`src/rtl/psc_pkg.sv`:
```
// ----------------------------------------------------------------------------
// psc_pkg
// Shared types, constants and helper functions for the preset BCD counter
// with multiplexed seven-segment scan.
// ----------------------------------------------------------------------------
package psc_pkg;

    // number of displayed digits, index 0 is the leftmost
    localparam int NUM_DIGITS   = 6;
    localparam int DIGIT_IDX_W  = 3;
    localparam int IDX_W        = $clog2(NUM_DIGITS);
    localparam int DP_DIGIT     = 2;
    localparam int PRESET_W     = 24;
    localparam int PRESET_NIBS  = PRESET_W / 4;
    localparam int CFG_INDEX_W  = 8;
    localparam int SEG_W        = 7;

    // preset reset values, packed BCD hundredths
    localparam logic [PRESET_W-1:0] PRESET_ONE_RST   = 24'h111111;
    localparam logic [PRESET_W-1:0] PRESET_TWO_RST   = 24'h222222;
    localparam logic [PRESET_W-1:0] PRESET_THREE_RST = 24'h333333;
    localparam logic [PRESET_W-1:0] PRESET_FOUR_RST  = 24'h444444;

    // configuration register indexes
    typedef enum logic [CFG_INDEX_W-1:0] {
        REG_PRESET_ONE   = 8'd0,
        REG_PRESET_TWO   = 8'd1,
        REG_PRESET_THREE = 8'd2,
        REG_PRESET_FOUR  = 8'd3
    } cfg_reg_t;

    // one BCD digit per entry, entry 0 is the leftmost
    typedef logic [NUM_DIGITS-1:0][3:0] digits_t;

    // word passed from the front part to the scan part
    typedef struct packed {
        digits_t digits;
    } scan_item_t;

    // power-on count, digits 1 9 9 5 3 4 right aligned
    localparam logic [5:0][3:0] START_DIGITS = {4'd1, 4'd9, 4'd9, 4'd5, 4'd3, 4'd4};

    function automatic digits_t start_count();
        digits_t res;
        int      src;
        for (int i = 0; i < NUM_DIGITS; i++) begin
            src = i - (NUM_DIGITS - 6);
            if (src >= 0 && src < 6) begin
                res[i] = START_DIGITS[5 - src];
            end else begin
                res[i] = 4'd0;
            end
        end
        return res;
    endfunction

    // unpack a preset, clamping nibbles above nine
    function automatic digits_t preset_digits(input logic [PRESET_W-1:0] packed_val);
        digits_t    res;
        int         pos;
        logic [3:0] nib;
        for (int i = 0; i < NUM_DIGITS; i++) begin
            pos = NUM_DIGITS - 1 - i;
            nib = 4'd0;
            if (pos < PRESET_NIBS) begin
                nib = packed_val[pos*4 +: 4];
            end
            if (nib > 4'd9) begin
                nib = 4'd9;
            end
            res[i] = nib;
        end
        return res;
    endfunction

    // add one hundredth, wraps from all nines to zero
    function automatic digits_t bcd_inc(input digits_t d);
        digits_t res;
        logic    carry;
        res   = d;
        carry = 1'b1;
        for (int i = NUM_DIGITS - 1; i >= 0; i--) begin
            if (carry) begin
                if (d[i] >= 4'd9) begin
                    res[i] = 4'd0;
                end else begin
                    res[i] = d[i] + 4'd1;
                    carry  = 1'b0;
                end
            end
        end
        return res;
    endfunction

    // gfedcba pattern, values above nine shown as nine
    function automatic logic [SEG_W-1:0] digit_segments(input logic [3:0] d);
        logic [SEG_W-1:0] seg;
        case (d)
            4'd0:    seg = 7'h3F;
            4'd1:    seg = 7'h06;
            4'd2:    seg = 7'h5B;
            4'd3:    seg = 7'h4F;
            4'd4:    seg = 7'h66;
            4'd5:    seg = 7'h6D;
            4'd6:    seg = 7'h7D;
            4'd7:    seg = 7'h07;
            4'd8:    seg = 7'h7F;
            default: seg = 7'h6F;
        endcase
        return seg;
    endfunction

endpackage

```
`src/rtl/psc_front.sv`:
```
// ----------------------------------------------------------------------------
// psc_front
// Takes switch ticks, applies the highest priority pressed preset, hands the
// digit snapshot to the scan queue and advances the count by one hundredth.
// ----------------------------------------------------------------------------
module psc_front
    import psc_pkg::*;
(
    input  logic                   aclk,
    input  logic                   aresetn,
    input  logic                   s_valid,
    output logic                   s_ready,
    input  logic                   s_switch_one_level,
    input  logic                   s_switch_two_level,
    input  logic                   s_switch_three_level,
    input  logic                   s_switch_four_level,
    input  logic                   cfg_valid,
    output logic                   cfg_ready,
    input  logic [CFG_INDEX_W-1:0] cfg_index,
    input  logic [PRESET_W-1:0]    cfg_data,
    input  logic                   q_full,
    output logic                   q_push,
    output scan_item_t             q_push_item
);

    logic [PRESET_W-1:0] preset_one_reg;
    logic [PRESET_W-1:0] preset_two_reg;
    logic [PRESET_W-1:0] preset_three_reg;
    logic [PRESET_W-1:0] preset_four_reg;
    digits_t             count_reg;
    digits_t             count_next;
    digits_t             loaded;

    assign cfg_ready = 1'b1;
    assign s_ready   = !q_full;
    assign q_push    = s_valid && s_ready;

    // configuration writes, unknown indexes dropped
    always_ff @(posedge aclk) begin
        if (!aresetn) begin
            preset_one_reg   <= PRESET_ONE_RST;
            preset_two_reg   <= PRESET_TWO_RST;
            preset_three_reg <= PRESET_THREE_RST;
            preset_four_reg  <= PRESET_FOUR_RST;
        end else if (cfg_valid && cfg_ready) begin
            case (cfg_index)
                REG_PRESET_ONE:   preset_one_reg   <= cfg_data;
                REG_PRESET_TWO:   preset_two_reg   <= cfg_data;
                REG_PRESET_THREE: preset_three_reg <= cfg_data;
                REG_PRESET_FOUR:  preset_four_reg  <= cfg_data;
                default: ;
            endcase
        end
    end

    // preset priority, switch one wins
    always_comb begin
        if (!s_switch_one_level) begin
            loaded = preset_digits(preset_one_reg);
        end else if (!s_switch_two_level) begin
            loaded = preset_digits(preset_two_reg);
        end else if (!s_switch_three_level) begin
            loaded = preset_digits(preset_three_reg);
        end else if (!s_switch_four_level) begin
            loaded = preset_digits(preset_four_reg);
        end else begin
            loaded = count_reg;
        end
    end

    assign q_push_item.digits = loaded;

    // count advance
    always_comb begin
        count_next = count_reg;
        if (q_push) begin
            count_next = bcd_inc(loaded);
        end
    end

    always_ff @(posedge aclk) begin
        if (!aresetn) begin
            count_reg <= start_count();
        end else begin
            count_reg <= count_next;
        end
    end

endmodule

```
`src/rtl/psc_queue.sv`:
```
// ----------------------------------------------------------------------------
// psc_queue
// Two-entry queue of digit snapshots between the front and the scan part.
// ----------------------------------------------------------------------------
module psc_queue
    import psc_pkg::*;
(
    input  logic       aclk,
    input  logic       aresetn,
    input  logic       push,
    input  scan_item_t push_item,
    output logic       full,
    input  logic       pop,
    output logic       pop_valid,
    output scan_item_t pop_item
);

    scan_item_t slot_reg [2];
    logic       wr_ptr_reg;
    logic       rd_ptr_reg;
    logic [1:0] count_reg;
    logic [1:0] count_next;

    assign full      = (count_reg == 2'd2);
    assign pop_valid = (count_reg != 2'd0);
    assign pop_item  = slot_reg[rd_ptr_reg];

    // slot storage
    always_ff @(posedge aclk) begin
        if (push) begin
            slot_reg[wr_ptr_reg] <= push_item;
        end
    end

    // occupancy
    always_comb begin
        count_next = count_reg;
        case ({push, pop})
            2'b10:   count_next = count_reg + 2'd1;
            2'b01:   count_next = count_reg - 2'd1;
            default: count_next = count_reg;
        endcase
    end

    always_ff @(posedge aclk) begin
        if (!aresetn) begin
            wr_ptr_reg <= 1'b0;
            rd_ptr_reg <= 1'b0;
            count_reg  <= 2'd0;
        end else begin
            if (push) begin
                wr_ptr_reg <= !wr_ptr_reg;
            end
            if (pop) begin
                rd_ptr_reg <= !rd_ptr_reg;
            end
            count_reg <= count_next;
        end
    end

`ifndef ASSERT_OFF
    a_queue_bounds: assert property (@(posedge aclk) disable iff (!aresetn)
        !(push && full) && !(pop && !pop_valid))
        else $error("queue overflow or underflow");
`endif

endmodule

```
`src/rtl/psc_scan.sv`:
```
// ----------------------------------------------------------------------------
// psc_scan
// Walks one digit snapshot left to right, one registered scan word per cycle while m_ready does not stall it.
// ----------------------------------------------------------------------------
module psc_scan
    import psc_pkg::*;
(
    input  logic                   aclk,
    input  logic                   aresetn,
    input  logic                   q_valid,
    input  scan_item_t             q_item,
    output logic                   q_pop,
    output logic                   m_valid,
    input  logic                   m_ready,
    output logic [SEG_W-1:0]       m_segment_bits,
    output logic                   m_decimal_point,
    output logic [DIGIT_IDX_W-1:0] m_digit_index,
    output logic                   m_last_digit
);

    localparam logic [IDX_W-1:0] LAST_IDX = IDX_W'(NUM_DIGITS - 1);
    localparam logic [IDX_W-1:0] DP_IDX   = IDX_W'(DP_DIGIT);

    logic                   busy_reg;
    digits_t                cur_reg;
    logic [IDX_W-1:0]       idx_reg;
    logic                   m_valid_reg;
    logic [SEG_W-1:0]       seg_reg;
    logic                   dp_reg;
    logic [DIGIT_IDX_W-1:0] index_reg;
    logic                   last_reg;
    logic                   out_load;
    logic                   emit_last;

    assign out_load  = busy_reg && (!m_valid_reg || m_ready);
    assign emit_last = out_load && (idx_reg == LAST_IDX);
    assign q_pop     = q_valid && (!busy_reg || emit_last);

    // snapshot and digit walk
    always_ff @(posedge aclk) begin
        if (!aresetn) begin
            busy_reg <= 1'b0;
            idx_reg  <= '0;
        end else if (q_pop) begin
            busy_reg <= 1'b1;
            idx_reg  <= '0;
        end else if (emit_last) begin
            busy_reg <= 1'b0;
        end else if (out_load) begin
            idx_reg <= idx_reg + IDX_W'(1);
        end
    end

    always_ff @(posedge aclk) begin
        if (q_pop) begin
            cur_reg <= q_item.digits;
        end
    end

    // output word register
    always_ff @(posedge aclk) begin
        if (!aresetn) begin
            m_valid_reg <= 1'b0;
        end else if (out_load) begin
            m_valid_reg <= 1'b1;
        end else if (m_ready) begin
            m_valid_reg <= 1'b0;
        end
    end

    always_ff @(posedge aclk) begin
        if (out_load) begin
            seg_reg   <= digit_segments(cur_reg[idx_reg]);
            dp_reg    <= (idx_reg == DP_IDX);
            index_reg <= DIGIT_IDX_W'(idx_reg);
            last_reg  <= (idx_reg == LAST_IDX);
        end
    end

    assign m_valid         = m_valid_reg;
    assign m_segment_bits  = seg_reg;
    assign m_decimal_point = dp_reg;
    assign m_digit_index   = index_reg;
    assign m_last_digit    = last_reg;

`ifndef ASSERT_OFF
    a_last_on_final: assert property (@(posedge aclk) disable iff (!aresetn)
        m_valid_reg |-> (last_reg == (index_reg == DIGIT_IDX_W'(NUM_DIGITS - 1))))
        else $error("last flag not on final digit");
    a_dp_on_third: assert property (@(posedge aclk) disable iff (!aresetn)
        m_valid_reg |-> (dp_reg == (index_reg == DIGIT_IDX_W'(DP_DIGIT))))
        else $error("decimal point on wrong digit");
    a_digit_walk: assert property (@(posedge aclk) disable iff (!aresetn)
        (m_valid_reg && m_ready && !last_reg) |=>
            (m_valid_reg && index_reg == $past(index_reg) + DIGIT_IDX_W'(1)))
        else $error("scan word skipped or stalled mid tick");
`endif

endmodule

```
`src/rtl/preset_bcd_counter_segment_scan.sv`:
```
// The first scan word of a tick passes the queue slot, the scan snapshot register
// and the output word register. The scan unit emits one digit word per cycle while
// m_ready does not stall it; a two-entry snapshot queue lets ticks arrive back to back.
// Reset (aresetn low, synchronous): count 1995.34, presets 1111.11..4444.44,
// queue and output empty.
// ----------------------------------------------------------------------------
// preset_bcd_counter_segment_scan
// Six-digit BCD hundredths counter with switch presets and multiplexed
// seven-segment scan output.
// ----------------------------------------------------------------------------
module preset_bcd_counter_segment_scan
    import psc_pkg::*;
(
    input  logic                   aclk,
    input  logic                   aresetn,
    input  logic                   s_valid,
    output logic                   s_ready,
    input  logic                   s_switch_one_level,
    input  logic                   s_switch_two_level,
    input  logic                   s_switch_three_level,
    input  logic                   s_switch_four_level,
    output logic                   m_valid,
    input  logic                   m_ready,
    output logic [SEG_W-1:0]       m_segment_bits,
    output logic                   m_decimal_point,
    output logic [DIGIT_IDX_W-1:0] m_digit_index,
    output logic                   m_last_digit,
    input  logic                   cfg_valid,
    output logic                   cfg_ready,
    input  logic [CFG_INDEX_W-1:0] cfg_index,
    input  logic [PRESET_W-1:0]    cfg_data
);

    logic       q_full;
    logic       q_push;
    scan_item_t q_push_item;
    logic       q_pop;
    logic       q_valid;
    scan_item_t q_item;

    // tick intake and count
    psc_front u_front (
        .aclk                 (aclk),
        .aresetn              (aresetn),
        .s_valid              (s_valid),
        .s_ready              (s_ready),
        .s_switch_one_level   (s_switch_one_level),
        .s_switch_two_level   (s_switch_two_level),
        .s_switch_three_level (s_switch_three_level),
        .s_switch_four_level  (s_switch_four_level),
        .cfg_valid            (cfg_valid),
        .cfg_ready            (cfg_ready),
        .cfg_index            (cfg_index),
        .cfg_data             (cfg_data),
        .q_full               (q_full),
        .q_push               (q_push),
        .q_push_item          (q_push_item)
    );

    // snapshot queue
    psc_queue u_queue (
        .aclk      (aclk),
        .aresetn   (aresetn),
        .push      (q_push),
        .push_item (q_push_item),
        .full      (q_full),
        .pop       (q_pop),
        .pop_valid (q_valid),
        .pop_item  (q_item)
    );

    // digit scan
    psc_scan u_scan (
        .aclk            (aclk),
        .aresetn         (aresetn),
        .q_valid         (q_valid),
        .q_item          (q_item),
        .q_pop           (q_pop),
        .m_valid         (m_valid),
        .m_ready         (m_ready),
        .m_segment_bits  (m_segment_bits),
        .m_decimal_point (m_decimal_point),
        .m_digit_index   (m_digit_index),
        .m_last_digit    (m_last_digit)
    );

endmodule

```
`config.mk`:
```
export PLATFORM = sky130hd
export DESIGN_NAME = preset_bcd_counter_segment_scan
export DESIGN_NICKNAME = d
export VERILOG_FILES = /design/src/rtl/psc_pkg.sv /design/src/rtl/psc_front.sv /design/src/rtl/psc_queue.sv /design/src/rtl/psc_scan.sv /design/src/rtl/preset_bcd_counter_segment_scan.sv
export SDC_FILE = /design/constraint.sdc
export NUM_CORES = 1
export LEC_CHECK = 0
export BUFFER_PORTS_ARGS = -buffer_cell sky130_fd_sc_hd__clkbuf_2
export CAP_MARGIN = 20
export CORE_AREA = 2 2 124 150
export DETAILED_ROUTE_END_ITERATION = 16
export DIE_AREA = 0 0 126 152
export HOLD_SLACK_MARGIN = 0.02
export PLACE_DENSITY = 0.72
export RECOVER_POWER = 50
export SETUP_SLACK_MARGIN = 0.05
export SKIP_CTS_REPAIR_TIMING = 1
export SYNTH_ARGS = -nofsm -noshare
export SYNTH_HDL_FRONTEND = slang
export SYNTH_SLANG_ARGS = --single-unit
```
`constraint.sdc`:
```
create_clock -name aclk -period 7.8 [get_ports aclk]
set_input_delay 1.17 -clock aclk [delete_from_list [all_inputs] [get_ports aclk]]
set_output_delay 1.17 -clock aclk [all_outputs]
set_load 0.01 [all_outputs]
```
# Word-level counts from Yosys, hierarchy flattened
# Memory sizes are Yosys's and may differ from the RTL's. A register that Yosys moved wholly into a read port is not among the register bits.
# Cells that the tools add are included.
# Widths: inputs -> output; s select.
# word_totals
reg_bits,134
mem_bits_rw,48
romBits,112
in_bits,41
out_inout_bits,15
word_cells,215
n_memories,2
# classes
n_addsub,9
n_lt_le_gt_ge,31
eq_ne,8
n_mux,122
n_bitwise,2
reduce_logical,22
# memory_table
memory,depth,width,read_ports,rd_clocked_by_memory_dff,wr,line,text
(no name shown),16,7,1,1,0,psc_pkg.sv:98,case (d)
u_queue.slot_reg,2,24,1,1,1,psc_queue.sv:18,scan_item_t slot_reg [2];
# op_table
operator,n
$mux 4,96
$gt 4x4->1 const B,24
$mux 24,4
$add 4x1->4 const B,6
$ge 4x4->1 const B,6
$mux 1,20
$eq 8x2->1 const B,2
$bmux 4 s3,1
$reduce_and 2->1,5
$eq 8x1->1 const B,1
$logic_not 8->1,1
$reduce_bool 2->1,4
$logic_not 1->1,5
$eq 2x2->1 const B,2
$logic_and 1x1->1,4
$lt 3x4->1 const B,1
$pmux 2 s2,1
$add 3x1->3 const B,1
$eq 3x2->1 const B,1
$eq 3x3->1 const B,1
$add 2x1->2 const B,1
$eq 2x1->1 const B,1
$logic_or 1x1->1,2
$not 1->1,2
2 further kinds,2

# Depth between registers and ports, before layout
# Gate-level depths: netlist (run 1).
# depth
word_depth,22
depth_mapped,17
depth_no_buf,13

# By module
# A second synthesis (run 1) with hierarchy kept.
# unflattened
hier_cells,1067
hier_area_um2,9980.8
# by_module_without_submodules
module,n_inst,cells_each,area_each_um2,seq_area_each_um2
psc_front,1,853,6278.5,2402.3
psc_queue,1,97,1945.6,1541.5
psc_scan,1,117,1756.7,1181.1

# Worst setup path after synthesis (run 1)
# No wires, ideal clock.
# synth_path
kind,in2reg
from,in s_switch_four_level
to,reg u_front.count_reg[6] in the netlist's numbering
setup_ns,0.059
t_arrival_ns,3.949
t_required_ns,7.741
setup_slack_ns,3.792
cell_stages,17
path_buffers,4
path_cell_list,buf_6 -> buf_6 -> buf_2 -> buf_2 -> nor3b_1 -> a21oi_1 -> o21ai_0 -> a21oi_1 -> a21oi_1 -> inv_1 -> ha_1 -> nor2b_1 -> o21ai_0 -> nand4_2 -> or4b_1 -> nor3_2 -> o31a_1
# synth_lines
item,line,text
from (decl),preset_bcd_counter_segment_scan.sv:21,"input logic s_switch_four_level,"
to (signal assigned),psc_front.sv:83,count_reg <= start_count();
to (signal assigned),psc_front.sv:85,count_reg <= count_next;
to (decl),psc_front.sv:30,digits_t count_reg;

# Final worst setup path (run 1)
# layout_path
from,in aresetn
to,reg u_front.count_reg[23] in the netlist's numbering
# layout_lines
item,line,text
from (decl),preset_bcd_counter_segment_scan.sv:15,"input logic aresetn,"
# No word-level cell between the ends.

==> results of run 1 <==
-- layout make-up --
class / count / area share
clock buffers: 28 / 0.0518
clock inverters: 9 / 0.0135
multi-input cells: 721 / 0.397
inverters: 38 / 0.0131
repair buffers: 65 / 0.0285
flip-flops and latches: 213 / 0.471
well taps: 224 / 0.0258
-- worst reg2reg max path: stages (launching register included) --
cell                      delay, ps
sky130_fd_sc_hd__dfxtp_1        770
sky130_fd_sc_hd__ha_1           260
sky130_fd_sc_hd__nand2_1        100
sky130_fd_sc_hd__o21ai_0        240
sky130_fd_sc_hd__o21ai_0        220
sky130_fd_sc_hd__inv_1          750
sky130_fd_sc_hd__ha_1           420
sky130_fd_sc_hd__or3_1          390
sky130_fd_sc_hd__a21oi_1        160
-- synthesized netlist by cell type (13+ instances only) --
cell | instances | area share
sky130_fd_sc_hd__ha_1 | 24 | 0.030
sky130_fd_sc_hd__nor2b_1 | 18 | 0.011
sky130_fd_sc_hd__inv_1 | 36 | 0.014
sky130_fd_sc_hd__clkbuf_1 | 37 | 0.014
sky130_fd_sc_hd__buf_2 | 13 | 0.0066
sky130_fd_sc_hd__dfxtp_1 | 129 | 0.26
sky130_fd_sc_hd__nand2_1 | 222 | 0.084
sky130_fd_sc_hd__nand3_1 | 42 | 0.021
sky130_fd_sc_hd__o21ai_0 | 47 | 0.024
sky130_fd_sc_hd__a21oi_1 | 106 | 0.054
sky130_fd_sc_hd__mux2_2 | 26 | 0.030
sky130_fd_sc_hd__edfxtp_1 | 84 | 0.26
sky130_fd_sc_hd__nor3b_1 | 16 | 0.012
sky130_fd_sc_hd__nor2_1 | 47 | 0.018
-- cells by family (layout without fill, tap and decap cells) --
logic type | Yosys count | in the layout | share of synthesized area
compound gates | 249 | 249 | 0.164
xor+xnor | 10 | 10 | 0.00886
flops | 213 | 213 | 0.517
mux | 36 | 36 | 0.0448
fa+ha+maj | 24 | 24 | 0.0304
buf+inv | 98 | 140 | 0.0434
other cells | 1 | 1 | 0.000380
simple gates | 401 | 401 | 0.191
-- path summary, 6_finish.rpt --
| kind | start | end | slack (ps) |
|---|---|---|---|
| setup / recovery | aresetn | u_front.count_reg[23] | 2480 |
| hold / removal | u_front.preset_two_reg[4] | u_front.preset_two_reg[4] | 450 |
| setup reg to reg | u_scan.idx_reg[0] | u_queue.count_reg[1] | 4380 |
| hold reg to reg | u_front.preset_two_reg[4] | u_front.preset_two_reg[4] | 450 |
-- cell usage in the layout, fill, tap and decap left out, types with 18 or more instances in the layout --
cell | netlist | final
sky130_fd_sc_hd__nand2_1 | 222 | 222
sky130_fd_sc_hd__dfxtp_1 | 129 | 129
sky130_fd_sc_hd__a21oi_1 | 106 | 106
sky130_fd_sc_hd__edfxtp_1 | 84 | 84
sky130_fd_sc_hd__o21ai_0 | 47 | 47
sky130_fd_sc_hd__nor2_1 | 47 | 46
sky130_fd_sc_hd__nand3_1 | 42 | 42
sky130_fd_sc_hd__clkbuf_2 | 0 | 40
sky130_fd_sc_hd__inv_1 | 36 | 36
sky130_fd_sc_hd__clkbuf_1 | 37 | 27
sky130_fd_sc_hd__mux2_2 | 26 | 26
sky130_fd_sc_hd__ha_1 | 24 | 24
sky130_fd_sc_hd__clkbuf_16 | 0 | 21
sky130_fd_sc_hd__nor2b_1 | 18 | 18
-- per-stage QoR --
step	util	power (W)
after detailed placement	0.576	0.00202
final	0.608	0.00302
after global routing	0.608	0.00316
after floorplan	-	0.00184
after global placement	0.573	0.00198
after CTS	0.615	0.00307
-- power groups by stage --
| stage | Sequential (W) | Clock (W) | Combinational [W] |
|---|---|---|---|
| floorplan | 0.00143 | 0 | 0.000405 |
| finish | 0.00144 | 0.00105 | 0.000526 |
| global placement | 0.00148 | 0 | 0.000503 |
| CTS | 0.00145 | 0.00106 | 0.000559 |
| detailed placement | 0.00147 | 0 | 0.000555 |
| global route | 0.00146 | 0.00111 | 0.000589 |
-- per-layer routing --
layer / vias up / share of wire
li1: 3706 / -
met1: 3615 / 0.43
met2: 242 / 0.49
met3: 39 / 0.057
met4: 0 / 0.018
met5: - / 0
==> run metrics, run 1 <==
run status finished, violations left; violated checks capacitance limit, slew limit; setup violators final 0; clock-pin slew reported for the worst setup and hold paths after clock tree synthesis 60 ps; worst setup timing slack at the placement stage 3220 ps; async set or reset register ratio after synthesis 0; Critical Path Slowest Stage Cell sky130_fd_sc_hd__clkbuf_1; area of the multi-input gates 4300 µm²; final antenna-violating net count 0; highest attainable clock frequency 188 MHz; crit share post-route 0.682; chip height approximately 150 µm; cell depth of the worst setup path 5; placed cell count 1261; cell area after synthesis 9880 µm²; fill cell count 1573; sw power ~0.0008 W; worst clock skew 10.7 ps; CTS max path bufs 3; final layout net count 1125; depth of the worst register-to-register path 8; synthesized instance count 1032; cell area after layout roughly 11000 µm²; maximum fanout along the worst path between 80 and 90; Synth-to-Final Area Change 9.79%; WP buf/inv 4; number of max-cap violations 4; H-tree Lvls 1; number of max-slew violations in the final report 179; number of DRC violations after detailed-routing iteration 0 483; Setup crit start kind input port; CTS buffer count 21; number of search-and-repair iterations in the first detailed-routing pass 6; GR Overflow Total 0; placed standard-cell area 10300 µm²; Cell variety after synth 80; Clk pwr share 0.348; Int Power 0.00222 W; Yosys reg bits roughly 210; Switching Fraction 0.266; final antenna diode count 0; family with the most delay on the worst path buffers and inverters; CP dominant cell by count sky130_fd_sc_hd__clkbuf_1; minimum period implied by the final worst setup slack 5320 ps; fraction of the yosys area taken by sequential cells 0.517; count of final hold-check violations 0; Yosys warning total 0; antenna violations before repair 0; via count 7602; element type at the critical path end flop; global routing met2 resource utilization 0.419; post-detail-place hpwl 15700 µm; cells along the critical path clkbuf_2 -> clkbuf_1 -> inv_1 -> clkbuf_1 -> nor3_1; first-pass GRT wire length 38100 µm; global-route met3 utilization 0.0345; Net Count, Synth 1097; signal arrival time at the worst endpoint 5540 ps; worst hold-check slack 454 ps; Final Routed Wirelength 23100 µm; input/output buffers 54; clock latency at the later pin of the worst-skew pair approximately 500 ps; layer with the highest usage met2; vias in the first global route between 7000 and 8000; met1 usage in global routing 0.318; FF/Latch Area 5100 µm²; critical path class in2reg; clock root buffer master sky130_fd_sc_hd__clkbuf_16; area of the core 17800 µm²; area of the die between 15000 and 20000 µm²; Die Width 126 µm; Req. time, crit path 8020 ps; Max VDD drop around 0.20 mV; final estimated routing congestion in global placement 0.884; Comb pwr share 0.174; delay of the slowest critical-path stage 2700 ps; number of flops mapped to enable cells by yosys 84; sequential power share 0.478; power density over the cells 278 nW/µm²; count of pins on the block boundary 56; routed length per instance 17.8 µm; unrepaired setup endpoints after global routing no; CTS tree done; actual transition at the worst max-transition pin 3810 ps; remaining design rule violation count 0; Sink Count roughly 210; slack of the critical path 2480 ps; syn_area_per_cell roughly 9.6 µm²; global routing usage summed across all routing layers 0.240; number of vias per cell 5.86; number of cells in the finished layout apart from fillers ~1300; maximum number of pins on one net before global-route repair 82; max reg flops 48; Min-Delay Path Depth 2; share of post-route cells with drive strength above 1 0.116; Post-Route Setup TNS 0 ps; commonest register cell after synthesis sky130_fd_sc_hd__dfxtp_1; starting utilization of the core area 0.554; leakage power of the design 3.90 nW; num rows 54; class of the most critical hold timing path reg2reg; Rel. slew slack -1.54
Power figures use the tool's default switching activity.
==> run 2, diff against run 1 <==
clock period = 5.07 ns   (was 7.8 ns; I/O delays follow)
==> run metrics, run 2 (synthesis results as in run 1) <==
remaining design rule violation count 0 (unchanged); Max VDD drop 0.336 mV (was 0.198 mV); final antenna-violating net count 0 (unchanged); share of post-route cells with drive strength above 1 0.124 (was 0.116); origin of the critical flop-to-flop path u_front.preset_four_reg[15] (was u_scan.idx_reg[0]); GR Overflow Total 0 (unchanged); CTS tree done (unchanged); Final Routed Wirelength 23000 µm (was 23100 µm); clock-pin slew reported for the worst setup and hold paths after clock tree synthesis 70 ps (was 60 ps); area of the core 17800 µm² (unchanged); via count 7595 (was 7602); leakage power of the design 3.92 nW (was 3.90 nW); final layout net count 1129 (was 1125); post-detail-place hpwl 15700 µm (about the same); most common library cell in the layout ignoring fill and taps sky130_fd_sc_hd__nand2_1 (unchanged); num rows 54 (unchanged); Sink Count 213 (unchanged); Rel. slew slack -0.613 (was -1.54); class of the most critical hold timing path reg2reg (unchanged); cells along the critical path clkbuf_2 -> clkbuf_1 -> inv_1 -> clkbuf_2 -> a21oi_1 (was clkbuf_2 -> clkbuf_1 -> inv_1 -> clkbuf_1 -> nor3_1); worst clock skew 17.3 ps (was 10.7 ps); critical path class in2reg (unchanged); Min-Delay Path Depth 2 (unchanged); placed cell count 1262 (was 1261); Post-Route Setup TNS 0 ps (unchanged); maximum fanout along the worst path 46 (was 81); violated checks capacitance limit, slew limit (unchanged); first-pass GRT wire length 37600 µm (was 38100 µm); crit share post-route 0.831; power density over the cells 422 nW/µm² (was 278 nW/µm²); unrepaired setup endpoints after global routing no (unchanged); worst hold-check slack 457 ps (was 454 ps); worst hold endpoint u_front.preset_two_reg[20] (was u_front.preset_two_reg[4]); area of the die 19200 µm² (unchanged); chip height 152 µm (unchanged); starting utilization of the core area 0.554 (unchanged); vias in the first global route 7434 (was 7336); input/output buffers 54 (unchanged); antenna violations before repair 0 (unchanged); number of vias per cell 5.84 (was 5.86); depth of the worst register-to-register path 12 (was 8); global routing usage summed across all routing layers 0.238 (was 0.240); count of pins on the block boundary 56 (unchanged); clock latency at the later pin of the worst-skew pair 500 ps (about the same); H-tree Lvls 1 (unchanged); critical register-to-register path endpoint u_front.count_reg[6] (was u_queue.count_reg[1]); Synth-to-Final Area Change 10.0% (was 9.79%); delay of the slowest critical-path stage 1700 ps (was 2700 ps); final antenna diode count 0 (unchanged); min-delay src u_front.preset_two_reg[20] (was u_front.preset_two_reg[4]); number of max-cap violations 2 (was 4); Die Width 126 µm (unchanged); routed length per instance 17.7 µm (was 17.8 µm); setup violators final 0 (unchanged); run status finished, violations left (unchanged); Final Core Density 0.609 (was 0.608); Critical Path Slowest Stage Cell sky130_fd_sc_hd__clkbuf_1 (unchanged); number of cells in the finished layout apart from fillers 1301 (was 1298); clock root buffer master sky130_fd_sc_hd__clkbuf_16 (unchanged); highest attainable clock frequency ~240 MHz; slack of the worst reg-to-reg path 1870 ps (was 4380 ps); number of max-slew violations in the final report 54 (was 179); Req. time, crit path 5480 ps (was 8020 ps); CTS max path bufs 3 (unchanged); CP dominant cell by count sky130_fd_sc_hd__clkbuf_2 (was sky130_fd_sc_hd__clkbuf_1); count of final hold-check violations 0 (unchanged); minimum period implied by the final worst setup slack 4210 ps; signal arrival time at the worst endpoint 4620 ps (was 5540 ps); Setup crit start kind input port (unchanged); max reg flops 48 (unchanged); number of search-and-repair iterations in the first detailed-routing pass 5 (was 6); number of DRC violations after detailed-routing iteration 0 463 (was 483); most used cells in the layout excluding fill and tap cells sky130_fd_sc_hd__nand2_1 (222), sky130_fd_sc_hd__dfxtp_1 (129), sky130_fd_sc_hd__a21oi_1 (106) (unchanged); actual transition at the worst max-transition pin 2420 ps (was 3810 ps); maximum number of pins on one net before global-route repair 47 (was 82); final estimated routing congestion in global placement 0.862 (was 0.884); CTS buffer count 21 (unchanged); element type at the critical path end flop (unchanged)
## run 2: worst max-delay path by stage
stage | from | cells past startpoint | slack, ps | to
after floorplan | s_switch_four_level | 17 | 1470 | u_front.count_reg[6]
after global placement | s_switch_two_level | 12 | 1090 | u_front.count_reg[3]
after detailed placement | s_switch_two_level | 12 | 880 | u_front.count_reg[6]
after CTS | s_switch_two_level | 12 | 1350 | u_front.count_reg[6]
after global routing | s_switch_three_level | 13 | 520 | u_front.count_reg[7]
final | aresetn | 5 | 860 | u_front.preset_four_reg[23]
## run 2: report_power, final
part           internal (W)  switching [W]  leakage, nW
clock              0.000907       0.000645        0.333
sequential          0.00209       0.000116         1.83
combinational      0.000334       0.000485         1.75
total               0.00334        0.00125         3.92
## run 2: per-layer routing
layer / vias to the layer above / part of all wire / track usage
met4: 0 / 0.025 / 0.0738
li1: 3707 / - / -
met3: 44 / 0.050 / 0.0285
met1: 3651 / 0.44 / 0.323
met5: - / 0 / 0
met2: 193 / 0.48 / 0.398
## run 2: final cells by class
| cell class | instances | area [µm²] |
|---|---|---|
| clock buffer | 26 | 574 |
| clock inverter | 10 | 111 |
| fill | 1566 | 6970 |
| inverter | 38 | 143 |
| multi-input combinational | 721 | 4300 |
| sequential | 213 | 5100 |
| tap | 224 | 280 |
| timing repair buffer | 69 | 354 |
## run 2: critical path, delay by kind of cell
kind            cells  cell delay, ps
compound gates      1             300
buf+inv             4            3540
## run 2: stage by stage
stage / instance area (µm²) / power (W) / setup slack [ps]
5_1_grt: 10900 / 0.00479 / 520
4_1_cts: 10900 / 0.00463 / 1350
3_3_place_gp: 10200 / 0.00305 / 1090
2_1_floorplan: 9880 / 0.00283 / 1470
6_report: 10900 / 0.00458 / 858
3_5_place_dp: 10200 / 0.00308 / 883
==> run 3, diff against run 2 <==
CORE_AREA = 2 2 126 152   (was 2 2 124 150)
DIE_AREA = 0 0 128 154   (was 0 0 126 152)
PLACE_DENSITY = 0.73   (was 0.72)
clock period = 3.4 ns   (was 5.07 ns; I/O delays follow)
==> run metrics, run 3 (synthesis results as in run 1) <==
maximum number of pins on one net before global-route repair 42 (was 47); sequential power share 0.483 (about the same); setup violators final 0 (unchanged); remaining design rule violation count 0 (unchanged); run status finished, violations left (unchanged); number of vias per cell 5.83 (was 5.84); Req. time, crit path 3830 ps (was 5480 ps); final antenna diode count 0 (unchanged); CTS buffer count 22 (was 21); GR Overflow Total 0 (unchanged); Sink Count 213 (unchanged); class of the most critical hold timing path in2reg (was reg2reg); minimum period implied by the final worst setup slack between 3000 and 4000 ps; Post-Route Setup TNS 0 ps (unchanged); share of post-route cells with drive strength above 1 0.129 (was 0.124); fill cell count 1581 (was 1566); area of the die 19700 µm² (was 19200 µm²); vias in the first global route 7267 (was 7434); Switching Fraction 0.284 (was 0.272); clock-pin slew reported for the worst setup and hold paths after clock tree synthesis 70 ps (about the same); number of DRC violations after detailed-routing iteration 0 530 (was 463); chip height 154 µm (was 152 µm); FF/Latch Area 5100 µm² (unchanged); depth of the worst register-to-register path 12 (unchanged); sw power 0.00192 W (was 0.00125 W); element type at the critical path end flop (unchanged); clock latency at the later pin of the worst-skew pair 520 ps (was 500 ps); final layout net count 1156 (was 1129); worst clock skew 15.7 ps (was 17.3 ps); highest attainable clock frequency around 330 MHz; leakage power of the design 3.99 nW (was 3.92 nW); Clk pwr share 0.332 (was 0.339); Setup crit start kind input port (unchanged); Min-Delay Path Depth 3 (was 2); power density over the cells 615 nW/µm² (was 422 nW/µm²); post-detail-place hpwl 16500 µm (was 15700 µm); number of max-slew violations in the final report 7 (was 54); CTS tree done (unchanged); first-pass GRT wire length 37600 µm (about the same); most used cells in the layout excluding fill and tap cells sky130_fd_sc_hd__nand2_1 (222), sky130_fd_sc_hd__dfxtp_1 (129), sky130_fd_sc_hd__a21oi_1 (106) (unchanged); antenna violations before repair 0 (unchanged); number of cells in the finished layout apart from fillers 1331 (was 1301); Comb pwr share 0.185 (was 0.179); crit share post-route 0.887; area of the core 18100 µm² (was 17800 µm²); count of final hold-check violations 0 (unchanged); Synth-to-Final Area Change 11.5% (was 10.0%); starting utilization of the core area 0.546 (was 0.554); violated checks capacitance limit, slew limit (unchanged); area of the multi-input gates 4310 µm² (was 4300 µm²); most common library cell in the layout ignoring fill and taps sky130_fd_sc_hd__nand2_1 (unchanged); CTS max path bufs 3 (unchanged); critical path class in2reg (unchanged); Max VDD drop 0.389 mV (was 0.336 mV); final estimated routing congestion in global placement 0.923 (was 0.862); global routing usage summed across all routing layers 0.238 (about the same); number of search-and-repair iterations in the first detailed-routing pass 5 (unchanged); actual transition at the worst max-transition pin 1560 ps (was 2420 ps); Final Routed Wirelength 23400 µm (was 23000 µm); final antenna-violating net count 0 (unchanged); clock root buffer master sky130_fd_sc_hd__clkbuf_16 (unchanged); count of pins on the block boundary 56 (unchanged); Rel. slew slack -0.0703 (was -0.613); H-tree Lvls 1 (unchanged); via count 7764 (was 7595); number of max-cap violations 1 (was 2); signal arrival time at the worst endpoint 3450 ps (was 4620 ps); max reg flops 48 (unchanged); num rows 54 (unchanged); Int Power 0.00486 W (was 0.00334 W); input/output buffers 54 (unchanged); placed cell count 1290 (was 1262); routed length per instance 17.6 µm (was 17.7 µm); unrepaired setup endpoints after global routing no (unchanged); maximum fanout along the worst path 15 (was 46); Die Width 128 µm (was 126 µm)
[run 3: area by class of cell]
type / instances / share of cell area
repair buffers: 95 / 0.0460
clock buffers: 25 / 0.0519
inverters: 38 / 0.0129
clock inverters: 15 / 0.00954
well taps: 224 / 0.0254
multi-input cells: 721 / 0.391
flip-flops and latches: 213 / 0.463
[run 3: worst paths after layout]
kind | startpoint | to | slack, ps
worst max-delay path | s_switch_four_level | u_front.count_reg[0] | 380
worst min-delay path | cfg_data[19] | u_front.preset_three_reg[19] | 260
worst max register to register | u_front.preset_four_reg[15] | u_front.count_reg[0] | 480
worst min register to register | u_front.preset_two_reg[12] | u_front.preset_two_reg[12] | 460
[run 3: per-stage QoR]
stage	instance area, µm²	setup slack [ps]	hold slack, ps	util	power, W
after global routing	11000	194	267	0.609	0.00710
final	11000	384	257	0.609	0.00678
after detailed placement	10500	186	448	0.578	0.00463
after global placement	10500	273	445	0.578	0.00458
after CTS	11100	596	240	0.615	0.00688
after floorplan	9880	51.9	431	-	0.00422
[run 3: layer usage]
layer / vias up / GRT usage / share of wire
met2: 248 / 0.399 / 0.48
met5: - / 0 / 0
met1: 3694 / 0.319 / 0.43
met4: 0 / 0.0696 / 0.022
li1: 3781 / - / -
met3: 41 / 0.0355 / 0.066
[run 3: power by group through the flow]
stage	Sequential (W)	Combinational [W]	Clock, W
after detailed placement	0.00338	0.00125	0
after global placement	0.00336	0.00122	0
after global routing	0.00331	0.00140	0.00239
after CTS	0.00332	0.00126	0.00230
final	0.00327	0.00126	0.00225
after floorplan	0.00329	0.000929	0
[run 3: critical path: stages]
cell	delay (ps)
sky130_fd_sc_hd__clkbuf_1	430
sky130_fd_sc_hd__buf_4	290
sky130_fd_sc_hd__a211oi_1	90
sky130_fd_sc_hd__o31ai_1	650
sky130_fd_sc_hd__inv_1	140
sky130_fd_sc_hd__ha_1	230
sky130_fd_sc_hd__o211a_4	220
sky130_fd_sc_hd__nor4b_4	520
sky130_fd_sc_hd__nand2_1	150
sky130_fd_sc_hd__o211ai_1	210
